**config.mk**
```make
export PLATFORM = sky130hd
export DESIGN_NAME = crc16_frame_receiver
export DESIGN_NICKNAME = d
export VERILOG_FILES = /design/src/sv/crc16fr_pkg.sv /design/src/sv/crc16_frame_receiver.sv
export SDC_FILE = /design/constraint.sdc
export NUM_CORES = 1
export LEC_CHECK = 0
export BUFFER_PORTS_ARGS = -buffer_cell sky130_fd_sc_hd__buf_4
export CAP_MARGIN = 30
export CORE_ASPECT_RATIO = 2
export CORE_MARGIN = 5
export CORE_UTILIZATION = 29
export CTS_BUF_LIST = sky130_fd_sc_hd__clkbuf_8
export CTS_CLUSTER_DIAMETER = 200
export CTS_CLUSTER_SIZE = 25
export DETAILED_ROUTE_END_ITERATION = 16
export PLACE_DENSITY = 0.55
export REMOVE_ABC_BUFFERS = 1
export SYNTH_ARGS = -nofsm -noshare
export SYNTH_HDL_FRONTEND = slang
export SYNTH_SLANG_ARGS = --single-unit
```
**constraint.sdc**
```tcl
create_clock -name aclk -period 5.8 [get_ports aclk]
set_clock_uncertainty 0.2 [all_clocks]
set_input_delay 1.16 -clock aclk [delete_from_list [all_inputs] [get_ports aclk]]
set_output_delay 1.16 -clock aclk [all_outputs]
set_load 0.05 [all_outputs]
```
**src/sv/crc16fr_pkg.sv**
```systemverilog
// Package: phase codes, framing constants and the CRC-16/X.25 byte update.
`timescale 1ns / 1ps

package crc16fr_pkg;

    localparam logic [7:0]  SYNC_BYTE = 8'hFF;
    localparam logic [15:0] CRC_POLY  = 16'h8408;
    localparam logic [15:0] CRC_INIT  = 16'hFFFF;

    localparam int TDATA_W = 24;
    localparam int TUSER_W = 2;

    typedef enum logic [2:0] {
        PH_HUNT   = 3'd0,
        PH_SEQ    = 3'd1,
        PH_LEN    = 3'd2,
        PH_DATA   = 3'd3,
        PH_CHK_HI = 3'd4,
        PH_CHK_LO = 3'd5
    } phase_t;

    // Reflected CRC update over one byte, least significant bit first.
    function automatic logic [15:0] crc_feed(input logic [15:0] crc, input logic [7:0] b);
        logic [15:0] c;
        logic [7:0]  d;
        c = crc;
        d = b;
        for (int k = 0; k < 8; k++) begin
            if (c[0] ^ d[0]) begin
                c = (c >> 1) ^ CRC_POLY;
            end else begin
                c = c >> 1;
            end
            d = d >> 1;
        end
        return c;
    endfunction

endpackage

```
**src/sv/crc16_frame_receiver.sv**
```systemverilog
// Top level: length-prefixed frame receiver with CRC-16/X.25 check.
`timescale 1ns / 1ps

// Usage
// -----
// s_ channel: one received serial byte per word on s_tdata. Bytes are
//   dropped until the sync byte 0xFF; then come sequence, length, that many
//   payload bytes and two check bytes (high byte of the complemented CRC
//   first). A sync byte inside a frame is ordinary frame data.
// m_ channel: one word for each payload byte (m_tuser[0] set, byte in
//   m_tdata[7:0]) and one closing word per frame with m_tlast set, the good
//   flag on m_tuser[1], sequence and length in m_tdata. Other bytes give no
//   word. After a bad check, hunting resumes at the next byte.
// Path: an accepted byte lands in the input register and is processed
//   from there into the output register, which offers its word.
// Throughput: one byte per cycle unless the output stalls; the unrolled 8-bit
//   CRC update and the phase logic sit between the input and output registers.
// Stall: when m_tready is low with a word held, a byte that needs an output
//   slot waits in the input register and s_tready drops; bytes that yield
//   no word still drain.
// Reset (aresetn low, synchronous): hunting phase, CRC at 0xFFFF, both
//   registers empty.
module crc16_frame_receiver (
    input  logic                        aclk,
    input  logic                        aresetn,
    input  logic                        s_tvalid,
    output logic                        s_tready,
    input  logic [7:0]                  s_tdata,   // [7:0] rx_byte
    output logic                        m_tvalid,
    input  logic                        m_tready,
    // [7:0] out_byte, [15:8] seq_number, [23:16] payload_length
    output logic [crc16fr_pkg::TDATA_W-1:0] m_tdata,
    // [0] is_payload, [1] frame_good
    output logic [crc16fr_pkg::TUSER_W-1:0] m_tuser,
    output logic                        m_tlast    // frame_end
);
    import crc16fr_pkg::*;

    // Input register
    logic       in_valid_reg;
    logic [7:0] in_byte_reg;

    // Frame state
    phase_t      phase_reg,  phase_next;
    logic [15:0] crc_reg,    crc_next;
    logic [7:0]  left_reg,   left_next;
    logic [7:0]  seq_reg,    seq_next;
    logic [7:0]  len_reg,    len_next;
    logic [7:0]  chk_hi_reg, chk_hi_next;

    // Output register
    logic                m_valid_reg;
    logic [TDATA_W-1:0]  m_data_reg, m_data_next;
    logic [TUSER_W-1:0]  m_user_reg, m_user_next;
    logic                m_last_reg, m_last_next;

    logic        emit;
    logic        out_free;
    logic        advance;
    logic [15:0] crc_upd;
    logic [15:0] crc_fin;
    logic [7:0]  left_dec;

    assign crc_upd  = crc_feed(crc_reg, in_byte_reg);
    assign crc_fin  = ~crc_reg;
    assign left_dec = left_reg - 8'd1;

    // Phase decode and result build
    always_comb begin
        phase_next  = phase_reg;
        crc_next    = crc_reg;
        left_next   = left_reg;
        seq_next    = seq_reg;
        len_next    = len_reg;
        chk_hi_next = chk_hi_reg;
        emit        = 1'b0;
        m_data_next = '0;
        m_user_next = '0;
        m_last_next = 1'b0;
        case (phase_reg)
            PH_SEQ: begin
                crc_next   = crc_upd;
                seq_next   = in_byte_reg;
                phase_next = PH_LEN;
            end
            PH_LEN: begin
                crc_next   = crc_upd;
                len_next   = in_byte_reg;
                left_next  = in_byte_reg;
                phase_next = (in_byte_reg == 8'd0) ? PH_CHK_HI : PH_DATA;
            end
            PH_DATA: begin
                crc_next         = crc_upd;
                left_next        = left_dec;
                if (left_dec == 8'd0) begin
                    phase_next = PH_CHK_HI;
                end
                emit             = 1'b1;
                m_data_next[7:0] = in_byte_reg;
                m_user_next[0]   = 1'b1;
            end
            PH_CHK_HI: begin
                chk_hi_next = in_byte_reg;
                phase_next  = PH_CHK_LO;
            end
            PH_CHK_LO: begin
                emit               = 1'b1;
                m_last_next        = 1'b1;
                m_user_next[1]     = (chk_hi_reg == crc_fin[15:8]) &&
                                     (in_byte_reg == crc_fin[7:0]);
                m_data_next[15:8]  = seq_reg;
                m_data_next[23:16] = len_reg;
                phase_next         = PH_HUNT;
                crc_next           = CRC_INIT;
            end
            default: begin
                // hunt: drop anything but the sync byte
                if (in_byte_reg == SYNC_BYTE) begin
                    crc_next   = crc_feed(CRC_INIT, in_byte_reg);
                    phase_next = PH_SEQ;
                end else begin
                    phase_next = PH_HUNT;
                end
            end
        endcase
    end

    // Advance when the held byte either yields no word or has a free slot
    assign out_free = !m_valid_reg || m_tready;
    assign advance  = in_valid_reg && (!emit || out_free);
    assign s_tready = !in_valid_reg || advance;

    always_ff @(posedge aclk) begin
        if (!aresetn) begin
            in_valid_reg <= 1'b0;
        end else if (s_tready) begin
            in_valid_reg <= s_tvalid;
        end
        if (s_tready && s_tvalid) begin
            in_byte_reg <= s_tdata;
        end
    end

    always_ff @(posedge aclk) begin
        if (!aresetn) begin
            phase_reg  <= PH_HUNT;
            crc_reg    <= CRC_INIT;
            left_reg   <= 8'd0;
            seq_reg    <= 8'd0;
            len_reg    <= 8'd0;
            chk_hi_reg <= 8'd0;
        end else if (advance) begin
            phase_reg  <= phase_next;
            crc_reg    <= crc_next;
            left_reg   <= left_next;
            seq_reg    <= seq_next;
            len_reg    <= len_next;
            chk_hi_reg <= chk_hi_next;
        end
    end

    always_ff @(posedge aclk) begin
        if (!aresetn) begin
            m_valid_reg <= 1'b0;
        end else if (advance && emit) begin
            m_valid_reg <= 1'b1;
        end else if (m_tready) begin
            m_valid_reg <= 1'b0;
        end
        if (advance && emit) begin
            m_data_reg <= m_data_next;
            m_user_reg <= m_user_next;
            m_last_reg <= m_last_next;
        end
    end

    assign m_tvalid = m_valid_reg;
    assign m_tdata  = m_data_reg;
    assign m_tuser  = m_user_reg;
    assign m_tlast  = m_last_reg;

    // Checks
    a_payload_not_last: assert property (@(posedge aclk) disable iff (!aresetn)
        m_valid_reg && m_user_reg[0] |-> !m_last_reg)
        else $error("payload word marked as frame end");

    a_payload_clean: assert property (@(posedge aclk) disable iff (!aresetn)
        m_valid_reg && m_user_reg[0] |-> (m_data_reg[23:8] == 16'd0) && !m_user_reg[1])
        else $error("payload word carries frame-end fields");

    a_data_has_left: assert property (@(posedge aclk) disable iff (!aresetn)
        phase_reg == PH_DATA |-> left_reg != 8'd0)
        else $error("data phase with no bytes left");

    a_hunt_crc_init: assert property (@(posedge aclk) disable iff (!aresetn)
        phase_reg == PH_HUNT |-> crc_reg == CRC_INIT)
        else $error("CRC not at initial value while hunting");

    a_emit_lands: assert property (@(posedge aclk) disable iff (!aresetn)
        advance && emit |=> m_valid_reg)
        else $error("result lost on its way to the output register");

endmodule

```
==> results.yml, run 1 <==
run_status:
  status: "completed"
synthesis:
  ys_ff_latch: 88
  synth.top_cells.by_count: "74 x nand2_1, 53 x dfxtp_1, 35 x edfxtp_1"
  synthTopCellsByArea: "dfxtp_1 25%, edfxtp_1 24%, nand2_1 6.5%, xnor2_1 4.7%, a21boi_0 4.5%"
  synth_warnings: 0
  synth_cell_types: 54
  syn-mean-instance-area_um2: 9.60
  syn-instance-count: 448
  yosysTopAreaCellShare_pct: 24.7
  synth_ff_type: "dfxtp_1"
  yosysSeqAreaShare_pct: 49.1
  post-synth-top-area-cell: "dfxtp_1"
  yosysMostFrequentCell: "nand2_1"
  synth-edff-count: 35
  synthArstFlopShare_pct: 0
  syn_area_mm2: 0.00430
setup_path:
  slowest_stage: "dfxtp_1"
  cp-start-kind: "register"
  slowest_delay_ns: 0.64
  timing.critical_path.buf_inv: 2
  critical_path_arrival_ns: 2.38
  worstPathRequired_ns: 4.44
  cp-end-kind: "output port"
  critPathMaxFanout: 30
  path_class: "reg2out"
  crit_chain: "nand3b_1 > a21oi_1 > inv_1 > buf_4"
  crit_family: "flip-flops"
sta:
  slew-limit-headroom_pct: 34.8
  worst_pin_slew_ns: 0.977
  period_share_pct: 64.5
  fin_crit_ns: 3.74
  hold_viol_final: 0
  fmax_ghz: 0.267
  rsz0062_at_grt: "no"
  tns_ns: 0
  layout_setup_ws_ns: 2.06
  setup_viol_count_final: 0
  maxSlewViolCount: 0
pwr:
  ir_worst_vdd_v: 0.000144
  pwr-share-comb_pct: 12.2
  switching_share_pct: 27.1
  netSwitchingPower_uw: 340
  p_seq_share_pct: 54.9
  p_per_area_mw_per_mm2: 257
  pwr-share-clk_pct: 32.9
  p_int_uw: 916
  leakage_uw: 0.00178
layout:
  fillCellCount: 1497
  fin_nets: 480
  multi_input_area_mm2: 0.00199
  fin_util_pct: 33.2
  drive_gt1_share_pct: 14.6
  num_antenna_cells: 0
  syn_to_final_growth_pct: 13.6
  seqCellArea_mm2: 0.00211
  largest_register_ffs: 24
routing:
  dr_total_vias: 3335
  drtPass1Iterations: 4
  drcViolationCount: 0
  wl_um: 11200
  drtIter0Drc: 168
  postRouteAntennaNets: 0
  wl_per_cell_um: 16.8
  routed_via_density: 5.01
placement:
  pre_cts_slack_ns: 2.20
  hpwl_um: 7820
  gp_congestion: 0.895
  port_buffers: 40
die:
  core_mm2: 0.0147
  io_pins: 41
  die_w_um: 96.1
  die_y_um: 182
  initial_core_util_pct: 29.2
  rows: 63
  die-area_mm2: 0.0175
cts:
  ctsResizeCount: 0
  holdBufCountCts: 0
  clk_path_buf_depth: 2
  cts.sinks: 88
  path_clk_slew_ns: 0.09
  cts_made_buffers: 9
  cts_tree: "built"
  postCtsSetupRepairBufs: 0
  h-tree-depth: 3
  cts-root-buf: "clkbuf_8"
  clock_latency_ns: 0.35
grt:
  grt_overflow: 0
  grt_max_degree: 54
  globalRouteTotalUtil_pct: 13.5
  grt_pass1_wl_um: 17900
  grt_pass1_vias: 3422
  antenna_found_initial: 0
worst_hold_path:
  hold_class: "reg2reg"
flow_run:
  maxCapViolCount: 0
==> path summary, 6_finish.rpt <==
kind | end | depth (start not counted) | slack (ns) | from
worst min-delay path | len_reg[3]$_SDFFE_PN0P_ | 2 | 0.26 | len_reg[3]$_SDFFE_PN0P_
worst max-delay path | s_tready | 4 | 2.06 | phase_reg[2]$_SDFFE_PN0P_
worst max register to register | in_byte_reg[2]$_DFFE_PP_ | 3 | 2.94 | phase_reg[2]$_SDFFE_PN0P_
worst min register to register | len_reg[3]$_SDFFE_PN0P_ | 2 | 0.26 | len_reg[3]$_SDFFE_PN0P_
==> worst register-to-register path, stage by stage, from the launching register on <==
cell,delay (ns)
dfxtp_1,0.97
nand3b_1,0.50
a21oi_1,0.26
nor2b_1,0.58
==> metal layers <==
metal	track usage [%]	part of all wire [%]	vias to the layer above
met5	0	0	-
met4	8.38	4.5	0
met3	2.15	4.1	28
met2	24.5	57	87
met1	13.7	35	1611
li1	-	-	1609
==> cells by family (layout without fill, tap and decap cells) <==
logic type	after synthesis	count (layout)	share of synthesized area, %
compound gates	114	114	17.8
xor+xnor	39	39	9.25
fa+ha+maj	2	2	0.581
buf+inv	43	66	4.68
flops	88	88	49.1
mux	1	1	0.233
simple gates	161	161	18.4
==> power by group through the flow <==
stage	clock [uW]	combinational (uW)	sequential, uW
floorplan	0	106	693
detailed placement	0	152	704
global route	450	168	692
CTS	425	153	690
finish	414	153	690
global placement	0	150	703
==> final cells by class <==
class                           count  share of cell area [%]
Multi-Input combinational cell    317                    40.8
Timing Repair Buffer               44                    6.76
Tap cell                          195                    4.99
Clock inverter                      7                    1.28
Sequential cell                    88                    43.2
Clock buffer                        9                    2.53
Inverter                            6                   0.461
==> placed cells by master (no fill, tap or decap), drive strengths merged, types with 3 or more instances in the layout <==
cell type   n
a21oi      22
buf        44
o311ai      6
dfxtp      53
and3       20
inv         8
nor2       18
xor2       12
a211oi      5
nand2      74
nand3b      5
o21a        6
clkbuf      9
a21boi     26
xnor2      26
nor3b       3
edfxtp     35
o22ai       4
o21ai      24
nand4       3
clkinv      3
nor3        6
nand3       7
nor4        5
and2        9
o211ai      7
nor2b       6
==> through the flow <==
step / cells / power, uW / area [um2] / hold WS (ns)
2_1_floorplan: 411 / 800 / 4120 / 0.239
3_3_place_gp: 650 / 853 / 4700 / 0.246
3_5_place_dp: 650 / 856 / 4700 / 0.255
4_1_cts: 666 / 1270 / 4890 / 0.268
5_1_grt: 666 / 1310 / 4890 / 0.284
6_report: 666 / 1260 / 4890 / 0.264
Note: power is estimated with default switching activity, not from simulation.
==> run 2, diff against run 1 <==
--- a/config.mk
+++ b/config.mk
@@ -5,6 +5,7 @@
 export SDC_FILE = /design/constraint.sdc
 export NUM_CORES = 1
 export LEC_CHECK = 0
+export ABC_AREA = 1
 export BUFFER_PORTS_ARGS = -buffer_cell sky130_fd_sc_hd__buf_4
 export CAP_MARGIN = 30
 export CORE_ASPECT_RATIO = 2
@@ -14,7 +15,7 @@
 export CTS_CLUSTER_DIAMETER = 200
 export CTS_CLUSTER_SIZE = 25
 export DETAILED_ROUTE_END_ITERATION = 16
-export PLACE_DENSITY = 0.55
+export PLACE_DENSITY = 0.57
 export REMOVE_ABC_BUFFERS = 1
 export SYNTH_ARGS = -nofsm -noshare
 export SYNTH_HDL_FRONTEND = slang
==> constraint.sdc (replaced) <==
create_clock -name aclk -period 3.1 [get_ports aclk]
set_clock_uncertainty 0.2 [all_clocks]
set_input_delay 0.62 -clock aclk [delete_from_list [all_inputs] [get_ports aclk]]
set_output_delay 0.62 -clock aclk [all_outputs]
set_load 0.05 [all_outputs]
==> run 2 against run 1 <==
Net effect: synthesized area shrank 3.5%; register-to-register slack lost 2.2 ns; power grew 84%; via count shrank 1.9%; utilization grew 0.73 points; count of clock-buffer cells in the layout is the same; final cell count grew 10%; largest power group unchanged; highest routed layer unchanged.
==> results.yml, run 2 <==
setup_path:
  path_depth: 4
  crit_family: "simple AND/OR/NAND/NOR gates"
  r2r_cells: 7
  crit_chain: "nand3_2 > nand2_2 > nand3_1 > buf_4"
  cp-end-kind: "output port"
  critical_path_arrival_ns: 1.73
  cp-start-kind: "register"
  path_class: "reg2out"
  slowest_stage: "dfxtp_1"
  worstPathRequired_ns: 2.28
  timing.critical_path.buf_inv: 1
  slowest_delay_ns: 0.44
  critPathMaxFanout: 17
sta:
  slew-limit-headroom_pct: 36.4
  whs_ns: 0.227
  fin_crit_ns: 2.55
  hold_viol_final: 0
  maxSlewViolCount: 0
  fmax_ghz: 0.393
  layout_setup_ws_ns: 0.554
  tns_ns: 0
  setup_viol_count_final: 0
  rsz0062_at_grt: "no"
  worst_pin_slew_ns: 0.954
  period_share_pct: 82.1
routing:
  drtIter0Drc: 158
  routed_via_density: 4.46
  drcViolationCount: 0
  drtPass1Iterations: 4
  postRouteAntennaNets: 0
  wl_per_cell_um: 13.2
  dr_total_vias: 3272
  wl_um: 9670
synthesis:
  yosysMostFrequentCell: "nand2_1"
  synthArstFlopShare_pct: 0
  yosysSeqAreaShare_pct: 50.8
  synth-edff-count: 35
  post-synth-top-area-cell: "dfxtp_1"
  syn_area_mm2: 0.00415
  synth.top_cells.by_count: "87 x nand2_1, 62 x nor2_1, 54 x inv_1"
  syn-mean-instance-area_um2: 8.32
  ys_ff_latch: 88
  yosysTopAreaCellShare_pct: 25.5
  synthTopCellsByArea: "dfxtp_1 26%, edfxtp_1 25%, nand2_1 7.9%, nor2_1 5.6%, a21oi_1 5.4%"
  syn-instance-count: 499
  synth_ff_type: "dfxtp_1"
  synth_cell_types: 36
  synth_warnings: 0
grt:
  grt_pass1_vias: 3212
  grt_overflow: 0
  antenna_found_initial: 0
  globalRouteTotalUtil_pct: 12.1
  grt_max_degree: 32
  grt_pass1_wl_um: 15800
pwr:
  leakage_uw: 0.00195
  p_per_area_mw_per_mm2: 481
  ir_worst_vdd_v: 0.000261
die:
  die-area_mm2: 0.0170
  rows: 62
  die_y_um: 179
  initial_core_util_pct: 29.3
  die_w_um: 94.6
  core_mm2: 0.0142
  io_pins: 41
layout:
  fin_util_pct: 33.9
  largest_register_ffs: 24
  num_antenna_cells: 0
  layout_commonest_cell: "nand2_1"
  syn_to_final_growth_pct: 15.8
  final_cell_mix: "87 x nand2_1, 62 x nor2_1, 54 x inv_1"
  fin_nets: 551
  drive_gt1_share_pct: 17.7
cts:
  path_clk_slew_ns: 0.09
  ctsResizeCount: 0
  holdBufCountCts: 0
  cts-root-buf: "clkbuf_8"
  cts.sinks: 88
  clock_latency_ns: 0.36
  cts_tree: "built"
  clk_path_buf_depth: 2
  h-tree-depth: 3
  cts_made_buffers: 9
  postCtsSetupRepairBufs: 0
run_status:
  status: "completed"
placement:
  hpwl_um: 7000
  port_buffers: 40
  gp_congestion: 0.890
  pre_cts_slack_ns: 0.857
worst_hold_path:
  min_path_cells: 1
  hold_class: "in2reg"
flow_run:
  maxCapViolCount: 0
-- run 2: cell count changes after synthesis, sizes merged, moves of 11 or more --
cell | before | now
nor2 | 18 | 66
inv | 6 | 65
nand2 | 74 | 95
buf | 21 | 10
nand3 | 7 | 21
xnor2 | 26 | 13
o21ai | 24 | 49
a21boi | 26 | 0
a21oi | 22 | 49
and3 | 20 | 0
-- run 2: kinds of logic (layout without fill, tap and decap cells) --
kind of cell | Yosys count | after routing | synth area share (%)
adder cells (fa/ha/maj) | 2 | 2 | 0.602
flip-flops | 88 | 88 | 50.8
AND/OR/NAND/NOR | 196 | 196 | 20.7
XOR/XNOR | 23 | 23 | 5.21
buffers and inverters | 83 | 126 | 8.46
AO/OA/AOI/OAI | 107 | 107 | 14.2
-- run 2: power breakdown --
| group | internal [uW] | total (uW) | switching [uW] |
|---|---|---|---|
| clock | 307 | 752 | 445 |
| sequential | 1230 | 1260 | 30.9 |
| combinational | 103 | 303 | 200 |
-- run 2: path summary, 6_finish.rpt --
path / startpoint / end / slack, ns
setup reg to reg: in_byte_reg[3]$_DFFE_PP_ / crc_reg[10]$_SDFFE_PN1P_ / 0.79
setup / recovery: phase_reg[0]$_SDFFE_PN0P_ / s_tready / 0.55
hold reg to reg: len_reg[3]$_SDFFE_PN0P_ / len_reg[3]$_SDFFE_PN0P_ / 0.26
hold / removal: s_tdata[2] / in_byte_reg[2]$_DFFE_PP_ / 0.23
-- run 2: final cells by class --
class	instances	area (um2)
multi-input combinational	328	1690
tap	192	240
clock inverter	7	60.1
sequential	88	2110
inverter	65	246
clock buffer	9	124
fill	1514	9390
timing repair buffer	45	338
-- run 2: layer usage --
layer / global-route usage (%) / routed length (um) / share of wire, %
met1: 16.0 / 4540 / 47
met2: 19.4 / 4420 / 46
met3: 2.06 / 519 / 5.4
met4: 4.64 / 187 / 1.9
met5: 0 / 0 / 0
-- run 2: metrics by stage --
stage | std cells | area, um2 | power, uW
after global placement | 718 | 4630 | 1590
after floorplan | 481 | 4050 | 1500
after CTS | 734 | 4810 | 2340
final | 734 | 4810 | 2320
after detailed placement | 718 | 4630 | 1590
after global routing | 734 | 4810 | 2430
